==> src/rtl/deq_pkg.sv <==
`timescale 1ns / 1ps
// ---------------------------------------------------------------------------
// deq_pkg
// Shared types and constants of the double-ended queue.
// ---------------------------------------------------------------------------
package deq_pkg;

  localparam int unsigned DEQ_DEPTH = 16;
  localparam int unsigned DATA_W    = 32;
  localparam int unsigned OP_W      = 2;
  localparam int unsigned STAT_W    = 2;
  localparam int unsigned OCC_W     = 5;

  typedef enum logic [OP_W-1:0] {
    OP_PUSH_FRONT = 2'd0,
    OP_PUSH_REAR  = 2'd1,
    OP_POP_FRONT  = 2'd2,
    OP_POP_REAR   = 2'd3
  } opcode_e;

  typedef enum logic [STAT_W-1:0] {
    ST_OK    = 2'd0,
    ST_EMPTY = 2'd1,
    ST_FULL  = 2'd2
  } status_e;

  typedef enum logic {
    S_IDLE = 1'b0,
    S_READ = 1'b1
  } state_e;

endpackage

==> src/rtl/deq_if.sv <==
`timescale 1ns / 1ps
// ---------------------------------------------------------------------------
// deq_if
// Valid/ready channels of the queue: operation request and result.
// ---------------------------------------------------------------------------
interface deq_in_if;
  logic                               valid;
  logic                               ready;
  logic [deq_pkg::OP_W-1:0]           opcode;
  logic signed [deq_pkg::DATA_W-1:0]  value;

  modport source (output valid, output opcode, output value, input ready);
  modport sink   (input valid, input opcode, input value, output ready);
endinterface

interface deq_out_if;
  logic                               valid;
  logic                               ready;
  logic signed [deq_pkg::DATA_W-1:0]  data;
  logic [deq_pkg::STAT_W-1:0]         status;
  logic [deq_pkg::OCC_W-1:0]          occupancy;

  modport source (output valid, output data, output status, output occupancy, input ready);
  modport sink   (input valid, input data, input status, input occupancy, output ready);
endinterface

==> src/rtl/deq_ram.sv <==
`timescale 1ns / 1ps
// ---------------------------------------------------------------------------
// deq_ram
// Entry store: one write port, one read port, registered read data.
// ---------------------------------------------------------------------------
module deq_ram #(
  parameter int unsigned DEPTH  = deq_pkg::DEQ_DEPTH,
  parameter int unsigned ADDR_W = $clog2(DEPTH),
  parameter int unsigned DATA_W = deq_pkg::DATA_W
) (
  input  logic              clk_i,
  input  logic              we_i,
  input  logic [ADDR_W-1:0] waddr_i,
  input  logic [DATA_W-1:0] wdata_i,
  input  logic              re_i,
  input  logic [ADDR_W-1:0] raddr_i,
  output logic [DATA_W-1:0] rdata_o
);

  logic [DATA_W-1:0] mem_q [DEPTH];

  always_ff @(posedge clk_i) begin
    if (we_i) begin
      mem_q[waddr_i] <= wdata_i;
    end
  end

  always_ff @(posedge clk_i) begin
    if (re_i) begin
      rdata_o <= mem_q[raddr_i];
    end
  end

endmodule

==> src/rtl/double_ended_queue.sv <==
`timescale 1ns / 1ps
// ---------------------------------------------------------------------------
// double_ended_queue
// Bounded deque of signed 32-bit values held in a ring-addressed RAM.
// ---------------------------------------------------------------------------
// Usage:
//   in_i carries one operation per transfer: opcode (push front, push rear,
//   pop front, pop rear) and the value to push. out_o returns exactly one
//   result per operation, in order: data (popped value, or the pushed value
//   echoed, zero on error), status (ok, pop on empty, push on full) and the
//   occupancy after the operation.
//   A push, or any operation that fails, has its result on out_o in the cycle
//   after the transfer, and the next operation can follow at once: one per
//   cycle while the receiver takes each result. A successful pop goes through
//   the synchronous RAM read and the read state into the output register, and
//   in_i takes no new operation until the read state is left.
//   The result sits in an output register; while the receiver stalls it is
//   held and in_i takes a new operation only in the cycle the held result
//   is transferred. Reset empties the queue (head and count cleared); RAM
//   contents are not cleared, since only written entries are ever read.
// ---------------------------------------------------------------------------
module double_ended_queue #(
  parameter int unsigned DEPTH = deq_pkg::DEQ_DEPTH
) (
  input  logic      clk_i,
  input  logic      rst_ni,
  deq_in_if.sink    in_i,
  deq_out_if.source out_o
);

  localparam int unsigned IDX_W = $clog2(DEPTH);
  localparam int unsigned CNT_W = $clog2(DEPTH + 1);
  localparam int unsigned SUM_W = CNT_W + 1;

  deq_pkg::state_e  state_q, state_d;
  logic [IDX_W-1:0] head_q, head_d;
  logic [CNT_W-1:0] count_q, count_d;

  logic                              out_valid_q, out_valid_d;
  logic signed [deq_pkg::DATA_W-1:0] out_data_q, out_data_d;
  logic [deq_pkg::STAT_W-1:0]        out_status_q, out_status_d;
  logic [deq_pkg::OCC_W-1:0]         out_occ_q, out_occ_d;

  deq_pkg::opcode_e op;
  logic             accept;
  logic             is_push;
  logic             full;
  logic             empty;
  logic             pop_read;

  logic [IDX_W-1:0] head_dec;
  logic [IDX_W-1:0] head_inc;
  logic [SUM_W-1:0] rear_sum;
  logic [SUM_W-1:0] rear_sum_m1;
  logic [IDX_W-1:0] rear_push_slot;
  logic [IDX_W-1:0] rear_pop_slot;

  logic                       ram_we;
  logic [IDX_W-1:0]           ram_waddr;
  logic                       ram_re;
  logic [IDX_W-1:0]           ram_raddr;
  logic [deq_pkg::DATA_W-1:0] ram_rdata;

  assign op      = deq_pkg::opcode_e'(in_i.opcode);
  assign accept  = in_i.valid && in_i.ready;
  assign is_push = (op == deq_pkg::OP_PUSH_FRONT) || (op == deq_pkg::OP_PUSH_REAR);
  assign full    = (count_q == CNT_W'(DEPTH));
  assign empty   = (count_q == '0);
  assign pop_read = accept && !is_push && !empty;

  assign in_i.ready      = (state_q == deq_pkg::S_IDLE) && (!out_valid_q || out_o.ready);
  assign out_o.valid     = out_valid_q;
  assign out_o.data      = out_data_q;
  assign out_o.status    = out_status_q;
  assign out_o.occupancy = out_occ_q;

  // ring arithmetic, sums stay below twice the depth
  assign head_dec    = (head_q == '0) ? IDX_W'(DEPTH - 1) : head_q - 1'b1;
  assign head_inc    = (head_q == IDX_W'(DEPTH - 1)) ? '0 : head_q + 1'b1;
  assign rear_sum    = SUM_W'(head_q) + SUM_W'(count_q);
  assign rear_sum_m1 = rear_sum - 1'b1;
  assign rear_push_slot = (rear_sum >= SUM_W'(DEPTH))
                        ? IDX_W'(rear_sum - SUM_W'(DEPTH)) : IDX_W'(rear_sum);
  assign rear_pop_slot  = (rear_sum_m1 >= SUM_W'(DEPTH))
                        ? IDX_W'(rear_sum_m1 - SUM_W'(DEPTH)) : IDX_W'(rear_sum_m1);

  // next state
  always_comb begin
    state_d = state_q;
    unique case (state_q)
      deq_pkg::S_IDLE: begin
        if (pop_read) begin
          state_d = deq_pkg::S_READ;
        end
      end
      deq_pkg::S_READ: begin
        state_d = deq_pkg::S_IDLE;
      end
      default: begin
        state_d = deq_pkg::S_IDLE;
      end
    endcase
  end

  // RAM controls
  always_comb begin
    ram_we    = 1'b0;
    ram_waddr = rear_push_slot;
    ram_re    = 1'b0;
    ram_raddr = head_q;
    unique case (state_q)
      deq_pkg::S_IDLE: begin
        if (accept && is_push && !full) begin
          ram_we    = 1'b1;
          ram_waddr = (op == deq_pkg::OP_PUSH_FRONT) ? head_dec : rear_push_slot;
        end
        if (pop_read) begin
          ram_re    = 1'b1;
          ram_raddr = (op == deq_pkg::OP_POP_FRONT) ? head_q : rear_pop_slot;
        end
      end
      deq_pkg::S_READ: begin
        ram_re = 1'b0;
      end
      default: begin
        ram_re = 1'b0;
      end
    endcase
  end

  // pointers and output register
  always_comb begin
    head_d       = head_q;
    count_d      = count_q;
    out_valid_d  = out_valid_q && !out_o.ready;
    out_data_d   = out_data_q;
    out_status_d = out_status_q;
    out_occ_d    = out_occ_q;

    if (state_q == deq_pkg::S_READ) begin
      out_valid_d  = 1'b1;
      out_data_d   = ram_rdata;
      out_status_d = deq_pkg::ST_OK;
      out_occ_d    = deq_pkg::OCC_W'(count_q);
    end else if (accept) begin
      unique case (op)
        deq_pkg::OP_PUSH_FRONT,
        deq_pkg::OP_PUSH_REAR: begin
          out_valid_d = 1'b1;
          if (full) begin
            out_data_d   = '0;
            out_status_d = deq_pkg::ST_FULL;
            out_occ_d    = deq_pkg::OCC_W'(count_q);
          end else begin
            if (op == deq_pkg::OP_PUSH_FRONT) begin
              head_d = head_dec;
            end
            count_d      = count_q + 1'b1;
            out_data_d   = in_i.value;
            out_status_d = deq_pkg::ST_OK;
            out_occ_d    = deq_pkg::OCC_W'(count_q + 1'b1);
          end
        end
        deq_pkg::OP_POP_FRONT,
        deq_pkg::OP_POP_REAR: begin
          if (empty) begin
            out_valid_d  = 1'b1;
            out_data_d   = '0;
            out_status_d = deq_pkg::ST_EMPTY;
            out_occ_d    = deq_pkg::OCC_W'(count_q);
          end else begin
            // result loads from the RAM in the read state
            out_valid_d = 1'b0;
            if (op == deq_pkg::OP_POP_FRONT) begin
              head_d = head_inc;
            end
            count_d = count_q - 1'b1;
          end
        end
        default: begin
          out_valid_d = 1'b0;
        end
      endcase
    end
  end

  always_ff @(posedge clk_i or negedge rst_ni) begin
    if (!rst_ni) begin
      state_q     <= deq_pkg::S_IDLE;
      head_q      <= '0;
      count_q     <= '0;
      out_valid_q <= 1'b0;
    end else begin
      state_q     <= state_d;
      head_q      <= head_d;
      count_q     <= count_d;
      out_valid_q <= out_valid_d;
    end
  end

  always_ff @(posedge clk_i) begin
    out_data_q   <= out_data_d;
    out_status_q <= out_status_d;
    out_occ_q    <= out_occ_d;
  end

  deq_ram #(
    .DEPTH  (DEPTH),
    .ADDR_W (IDX_W),
    .DATA_W (deq_pkg::DATA_W)
  ) u_ram (
    .clk_i   (clk_i),
    .we_i    (ram_we),
    .waddr_i (ram_waddr),
    .wdata_i (in_i.value),
    .re_i    (ram_re),
    .raddr_i (ram_raddr),
    .rdata_o (ram_rdata)
  );

  // the read state never finds a held result in the output register
  a_read_slot_free: assert property (@(posedge clk_i) disable iff (!rst_ni)
    state_q == deq_pkg::S_READ |-> !out_valid_q)
    else $error("output register busy when pop data returns");

  a_count_bound: assert property (@(posedge clk_i) disable iff (!rst_ni)
    count_q <= CNT_W'(DEPTH))
    else $error("entry count above depth");

  a_read_follows_pop: assert property (@(posedge clk_i) disable iff (!rst_ni)
    state_q == deq_pkg::S_READ |-> $past(pop_read))
    else $error("read state without a pop transfer");

  a_full_push_no_change: assert property (@(posedge clk_i) disable iff (!rst_ni)
    accept && is_push && full |=> count_q == $past(count_q) && head_q == $past(head_q))
    else $error("push on full queue changed state");

  a_no_write_on_pop: assert property (@(posedge clk_i) disable iff (!rst_ni)
    ram_re |-> !ram_we)
    else $error("RAM read and write in the same cycle");

endmodule
==> src/flat_wrapper.sv <==
// flat-port wrapper written by rule: the top's interface ports become plain ports
module double_ended_queue_flat 
#(
  parameter int unsigned DEPTH = deq_pkg::DEQ_DEPTH
)
  (clk_i, rst_ni, in_i_valid, in_i_opcode, in_i_value, in_i_ready, out_o_valid, out_o_data, out_o_status, out_o_occupancy, out_o_ready);
  deq_in_if in_i_i ();
  deq_out_if out_o_i ();
  input  logic clk_i;
  input  logic rst_ni;
  input wire logic [$bits(in_i_i.valid)-1:0] in_i_valid;
  input wire logic [$bits(in_i_i.opcode)-1:0] in_i_opcode;
  input wire logic [$bits(in_i_i.value)-1:0] in_i_value;
  output wire logic [$bits(in_i_i.ready)-1:0] in_i_ready;
  output wire logic [$bits(out_o_i.valid)-1:0] out_o_valid;
  output wire logic [$bits(out_o_i.data)-1:0] out_o_data;
  output wire logic [$bits(out_o_i.status)-1:0] out_o_status;
  output wire logic [$bits(out_o_i.occupancy)-1:0] out_o_occupancy;
  input wire logic [$bits(out_o_i.ready)-1:0] out_o_ready;
  assign in_i_i.valid = in_i_valid;
  assign in_i_i.opcode = in_i_opcode;
  assign in_i_i.value = in_i_value;
  assign in_i_ready = in_i_i.ready;
  assign out_o_valid = out_o_i.valid;
  assign out_o_data = out_o_i.data;
  assign out_o_status = out_o_i.status;
  assign out_o_occupancy = out_o_i.occupancy;
  assign out_o_i.ready = out_o_ready;
  double_ended_queue #(.DEPTH(DEPTH)) u_core (.clk_i(clk_i), .rst_ni(rst_ni), .in_i(in_i_i), .out_o(out_o_i));
endmodule
==> config.mk <==
export PLATFORM = sky130hd
export DESIGN_NAME = double_ended_queue_flat
export DESIGN_NICKNAME = d
export VERILOG_FILES = /design/src/rtl/deq_pkg.sv /design/src/rtl/deq_if.sv /design/src/rtl/deq_ram.sv /design/src/rtl/double_ended_queue.sv /design/src/flat_wrapper.sv
export SDC_FILE = /design/constraint.sdc
export NUM_CORES = 1
export LEC_CHECK = 0
export BUFFER_PORTS_ARGS = -buffer_cell sky130_fd_sc_hd__clkbuf_2
export CORE_UTILIZATION = 35
export DETAILED_ROUTE_END_ITERATION = 12
export GPL_TIMING_DRIVEN = 0
export PLACE_DENSITY = 0.47
export REMOVE_ABC_BUFFERS = 1
export SLEW_MARGIN = 10
export SYNTH_ARGS = -nofsm -noshare
export SYNTH_HDL_FRONTEND = slang
export SYNTH_SLANG_ARGS = --single-unit
==> constraint.sdc <==
create_clock -name clk_i -period 5.69 [get_ports clk_i]
set_clock_uncertainty 0.1 [all_clocks]
set_input_delay 0.8535 -clock clk_i [delete_from_list [all_inputs] [get_ports clk_i]]
set_output_delay 0.8535 -clock clk_i [all_outputs]
set_load 0.02 [all_outputs]
Yosys cells after proc, flatten, opt, wreduce, memory -nomap -nowiden

Memory sizes are Yosys's and may differ from the RTL's. A register that Yosys moved wholly into a read port is not among the register bits.
Cells that the tools add are included.

Equal/unequal tests: 11
Bitwise gates (word level): 1
Multiplexer cells: 40
$lt $le $gt $ge: 2
Add/sub/neg operators: 8
Reduce and logical (&&, ||, !) cells: 24

Operators by type and width:

| kind                                                                                | number |
|---|---|
| 32-bit two-way mux                                                                  | 4 |
| 32-bit case mux with 2 select lines                                                 | 1 |
| 4-bit two-way mux                                                                   | 14 |
| 5-bit two-way mux                                                                   | 5 |
| 5-bit case mux with 2 select lines                                                  | 2 |
| 6-bit by 5-bit greater-or-equal comparator with 1-bit output, second input constant | 2 |
| 4-bit by 1-bit subtractor with 4-bit output, second input constant                  | 3 |
| 1-bit two-way mux                                                                   | 8 |
| 4-bit case mux with 2 select lines                                                  | 1 |
| 1-bit logical AND                                                                   | 7 |
| 4-bit by 5-bit adder with 6-bit output                                              | 1 |
| 2-bit by 1-bit inequality test with 1-bit output, second input constant             | 3 |
| 6-bit AND reduction                                                                 | 1 |
| 6-bit by 1-bit subtractor with 6-bit output, second input constant                  | 1 |
| 5-bit by 1-bit adder with 5-bit output, second input constant                       | 1 |
| 5-bit equality test, second input constant                                          | 1 |
| 1-bit logical NOT                                                                   | 5 |
| 5-bit logical NOT                                                                   | 1 |
| 5-bit by 1-bit subtractor with 5-bit output, second input constant                  | 1 |
| 4-bit by 1-bit adder with 4-bit output, second input constant                       | 1 |
| 2-bit equality test, second input constant                                          | 2 |
| 4-bit equality test, second input constant                                          | 1 |
| 4-bit logical NOT                                                                   | 1 |
| 2-bit two-way mux                                                                   | 2 |
| other kinds (12)                                                                    | 17 |

Bits in writable memories: 512
Output and inout bits: 41
Flip-flop bits (word level): 50
Memories: 1

Memory list:

| name               | words | width | rd ports | clocked after memory_dff | wr ports | line          | RTL |
|---|---|---|---|---|---|---|---|
| u_core.u_ram.mem_q | 16    | 32    | 1        | 1                        | 1        | deq_ram.sv:20 | `logic [DATA_W-1:0] mem_q [DEPTH];` |

Logic depth before layout (Yosys ltp)

Depth in word-level cells: 10
Mapped depth: 13
Mapped depth without buffers: 10

Modules after synthesis

A second synthesis with hierarchy kept.

Cell total of the unflattened synthesis: 1066
Area total of the unflattened synthesis: 22868.2 µm²

Modules (own cells, without submodules):

| module             | sequential area each (µm²) | cells an instance | instances | area an instance (µm²) |
|---|---|---|---|---|
| deq_ram            | 16335.7                    | 838               | 1         | 20155.6 |
| double_ended_queue | 1426.4                     | 228               | 1         | 2712.6 |

Least setup slack after synthesis

No wires, ideal clock.

Kind: input-to-reg
Start point: input port out_o_ready
End point: register u_core.out_data_q, in the netlist u_core.out_o.data[0], enable pin
Arrival: 3.982 ns
Data required time: 5.107 ns
Path slack: 1.126 ns
Stages: 4
Cells stage by stage: nor2b_1 > or2_1 > clkbuf_1 > o21ai_0

Longest elaborated chain between the ends: 5

Ends and longest elaborated chain:

| what                          | line                      | RTL |
|---|---|---|
| start, declared               | flat_wrapper.sv:19        | `input wire logic [$bits(out_o_i.ready)-1:0] out_o_ready;` |
| 1-bit logical OR              | double_ended_queue.sv:71  | `assign in_i.ready = (state_q == deq_pkg::S_IDLE) && (!out_valid_q \|\| out_o.ready);` |
| 1-bit logical AND             | double_ended_queue.sv:71  |  |
| 1-bit logical AND             | double_ended_queue.sv:65  | `assign accept = in_i.valid && in_i.ready;` |
| 2-bit nonzero test (no line)  | -                         |  |
| 2-bit AND reduction (no line) | -                         |  |
| end signal, assigned          | double_ended_queue.sv:202 | `out_data_q <= out_data_d;` |
| end, declared                 | double_ended_queue.sv:40  | `logic signed [deq_pkg::DATA_W-1:0] out_data_q, out_data_d;` |

No other way between the ends.
A chain may end at the register's enable or synchronous reset.

Worst setup path in the final report

Start point: register u_core.count_q[1]
End point: register u_core.u_ram.rdata_o[30], read port of u_core.u_ram.mem_q (data pin)

RTL lines:

| what                               | line                      | RTL |
|---|---|---|
| start, declared                    | double_ended_queue.sv:37  | `logic [CNT_W-1:0] count_q, count_d;` |
| start signal, assigned             | double_ended_queue.sv:196 | `count_q <= count_d;` |
| 5-bit logical NOT                  | double_ended_queue.sv:68  | `assign empty = (count_q == '0);` |
| 1-bit logical NOT                  | double_ended_queue.sv:69  | `assign pop_read = accept && !is_push && !empty;` |
| 1-bit logical AND                  | double_ended_queue.sv:69  |  |
| 1-bit two-way mux                  | double_ended_queue.sv:117 | `if (pop_read) begin` |
| 1-bit case mux with 2 select lines | double_ended_queue.sv:111 | `unique case (state_q)` |
| named net u_core.ram_re            | double_ended_queue.sv:60  | `logic ram_re;` |
| end, declared                      | deq_ram.sv:17             | `output logic [DATA_W-1:0] rdata_o` |

The timed path passes the listed nets, and every way through them passes these cells.

==> results.ini <==
[power_and_ir_drop]
power.density_mw_per_mm2=512.3
p_total_mw=15.22
peakVddDrop_v=0.0004128
p_leak_nw=9.831

[cts]
cts_hold_buf=0
clock-sinks=594
insertion_delay_ns=0.60
cts.clk_slew.worst_paths_ns=0.06
root_buffer=clkbuf_16
htree_num_levels=3
post-cts-setup-buffers=0
cts_tree=built
cts_buffer_depth=3
ctsResizeCount=0
numCtsBuffers=68

[detailed_routing]
wirelength_mm=70.56
drc=0
drtPass1Iterations=6
drt_iter0_drc=1792
detail_route.wl_per_cell_um=25.88
ant_nets=0
top_layer=met5
wl_met1_mm=32.62
wl_met2_mm=31.27
route.met3.wl_mm=4.768
vias_per_cell=5.748
vias=15670

[setup_path]
critPathSlowestCell=and3_4
crit_arrival_ns=5.28
cpLargestDelayFamily=simple AND/OR/NAND/NOR gates
slowest_delay_ns=0.92
critPathKind=reg2reg
path_cells=inv_1 -> ha_1 -> nor4b_4 -> or4_1 -> inv_6 -> and3_4 -> a32o_2 -> buf_12 -> a221oi_1 -> a22o_1
critPathRequiredTime_ns=5.93
startpoint_type=flop
path_max_fanout=65
end_kind=flop
critPathBufInv=3

[floorplan]
die_y_um=268.1
dieArea_mm2=0.07188
core_area_mm2=0.07003
start_util_pct=35.39
num_rows=97
chipWidth_um=268.1
boundaryPins=79

[sta]
max_freq_mhz=198.1
relSlewSlack_pct=21.17
finalSetupViolations=0
finalCritPeriodShare_pct=88.72
hold_viol=0
setup_tns_ns=0
slew_violations=0
layout_min_cycle_time_ns=5.048
rsz0062_at_grt=false
worstMarginPinSlew_ns=1.183

[global_routing]
grt_first_pass_wirelength_mm=102.9
grt-ovfl-total=0
grt_max_degree=68
track_usage_pct=19.67
antenna_found_initial=3
grt_pass1_vias=15148

[flow_run]
drv_cap=0

[final_layout]
nets=1782
nFillCells=6261
drive_gt1_share_pct=20.22
area_growth_pct=19.91

[synthesis]
ys_seq_area_share_pct=71.66
synth-main-ff-cell=edfxtp_1
syn-cell-area_mm2=0.02479
async_flop_share_pct=1.852
synth_edf_count=581
synthDistinctLibCells=60
yosysWarnings=0
syn_area_per_cell_um2=15.07
postSynthCellCount=1645
yosys_register_bits=594

[place]
finalWeightedCongestion=0.7538
io_buffers=78
dpl.hpwl_mm=44.48

[run_status]
status=finished clean

[hold_path]
hp-class=in2async

## where the power goes
part | leakage, nW | internal, mW | switching, mW
Clock | 1.05 | 2.48 | 1.75
Combinational | 3.37 | 2.11 | 3.33
Sequential | 5.41 | 5.31 | 0.248
## layout by cell type, fill, tap and decap left out, types with 8 or more instances in the layout
cell type	count
dfrtp_1	9
edfxtp_1	581
o22ai_1	31
clkbuf_1	11
clkinv_2	14
buf_16	37
buf_6	10
nand4_1	32
a222oi_1	62
o21ai_0	140
o221ai_1	32
mux2_2	62
nor2_1	16
a21oi_1	15
ha_1	9
clkbuf_2	78
inv_1	11
nor3_1	8
a22o_1	33
nor2_4	17
nand3_1	253
clkinv_1	13
a2bb2oi_1	31
mux2i_1	70
buf_12	17
buf_8	12
nand2_1	21
clkbuf_16	71
## registers in the layout, indices dropped and copies added (netlist names)
name / cells
u_core.out_o.data: 32
u_core.out_o.valid: 1
u_core.out_o.status: 2
u_core.state_q: 1
u_core.count_q: 5
u_core.head_q: 4
u_core.u_ram.rdata_o: 32
u_core.out_o.occupancy: 5
u_core.u_ram.mem_q: 512
## final cells by class
type / count / area [µm²] / area share, %
Clock inverter: 38 / 309.0 / 1.040
Inverter: 13 / 53.80 / 0.1810
Multi-Input combinational cell: 902 / 6529 / 21.97
Antenna cell: 1 / 2.502 / 0.008420
Clock buffer: 83 / 1832 / 6.164
Timing Repair Buffer: 155 / 2049 / 6.896
Tap cell: 940 / 1176 / 3.958
Sequential cell: 594 / 17770 / 59.78
## worst register-to-register path: stages, from the launching register on
cell and delay [ns]:
dfrtp_1 0.50, inv_1 0.12, ha_1 0.29, nor4b_4 0.19
or4_1 0.71, inv_6 0.60, and3_4 0.93, a32o_2 0.66
buf_12 0.28, a221oi_1 0.13, a22o_1 0.28
## cells in the mapped netlist (7+ instances only)
cell,count,area (µm²)
xor2_1,7,61.31
nand3_1,253,1266
ha_1,9,112.6
o221ai_1,32,280.3
buf_2,30,150.1
mux2i_1,70,700.7
mux2_2,62,698.2
o21ai_0,141,705.7
a222oi_1,62,620.6
clkbuf_1,83,311.6
nand4_1,32,200.2
a21oi_1,15,75.07
a22o_1,34,297.8
nand2b_1,7,43.79
inv_1,11,41.29
nand2_1,21,78.83
nor2_1,32,120.1
nor3_1,9,45.04
buf_4,12,90.09
o22ai_1,31,193.9
edfxtp_1,581,17450
a2bb2oi_1,31,271.5
dfrtp_1,11,275.3
## kinds of logic (layout without fill, tap and decap cells)
kind of cell	count (synthesis)	in the layout	synth area share (%)
AOI/OAI and AO/OA	373	373	10.85
and+or+nand+nor	373	373	7.810
muxes	133	133	5.689
other	0	1	0
DFF	594	594	71.66
xor gates and xnor gates	13	13	0.5149
adders and majority gates	10	10	0.5351
buffers and inverters	149	289	2.933
## final timing paths
path,slack (ns),start,end,depth (start not counted)
max reg2reg,0.64,u_core.count_q[1],u_core.u_ram.rdata_o[30],10
min in group clk_i,0.43,in_i_valid,u_core.out_o.valid,3
min,0.05,rst_ni,u_core.head_q[0],1
min reg2reg,0.43,u_core.out_o.status[0],u_core.out_o.status[0],2
max in group asynchronous,5.16,rst_ni,u_core.head_q[2],1
max,0.64,u_core.count_q[1],u_core.u_ram.rdata_o[30],10
## metal layers
layer / global-route usage, % / vias up
met5: 0 / -
li1: - / 6892
met1: 29.09 / 8015
met2: 29.35 / 638
met3: 3.345 / 123
met4: 6.208 / 2
## metrics by stage
| step | setup WS (ns) | utilization [%] | hold slack, ns | area [µm²] | instances |
|---|---|---|---|---|---|
| final | 0.6419 | 42.44 | 0.04915 | 29720 | 2726 |
| after global routing | 0.4342 | 42.43 | 0.04943 | 29720 | 2725 |
| after CTS | 0.6445 | 42.43 | 0.03072 | 29720 | 2725 |
| after detailed placement | 0.2529 | 39.38 | 0.4232 | 27580 | 2604 |
| after global placement | -7.076 | 36.67 | 0.4020 | 25680 | 2527 |
| after floorplan | -0.9768 | - | 0.4253 | 24110 | 1509 |
Note: power is estimated with default switching activity, not from simulation.
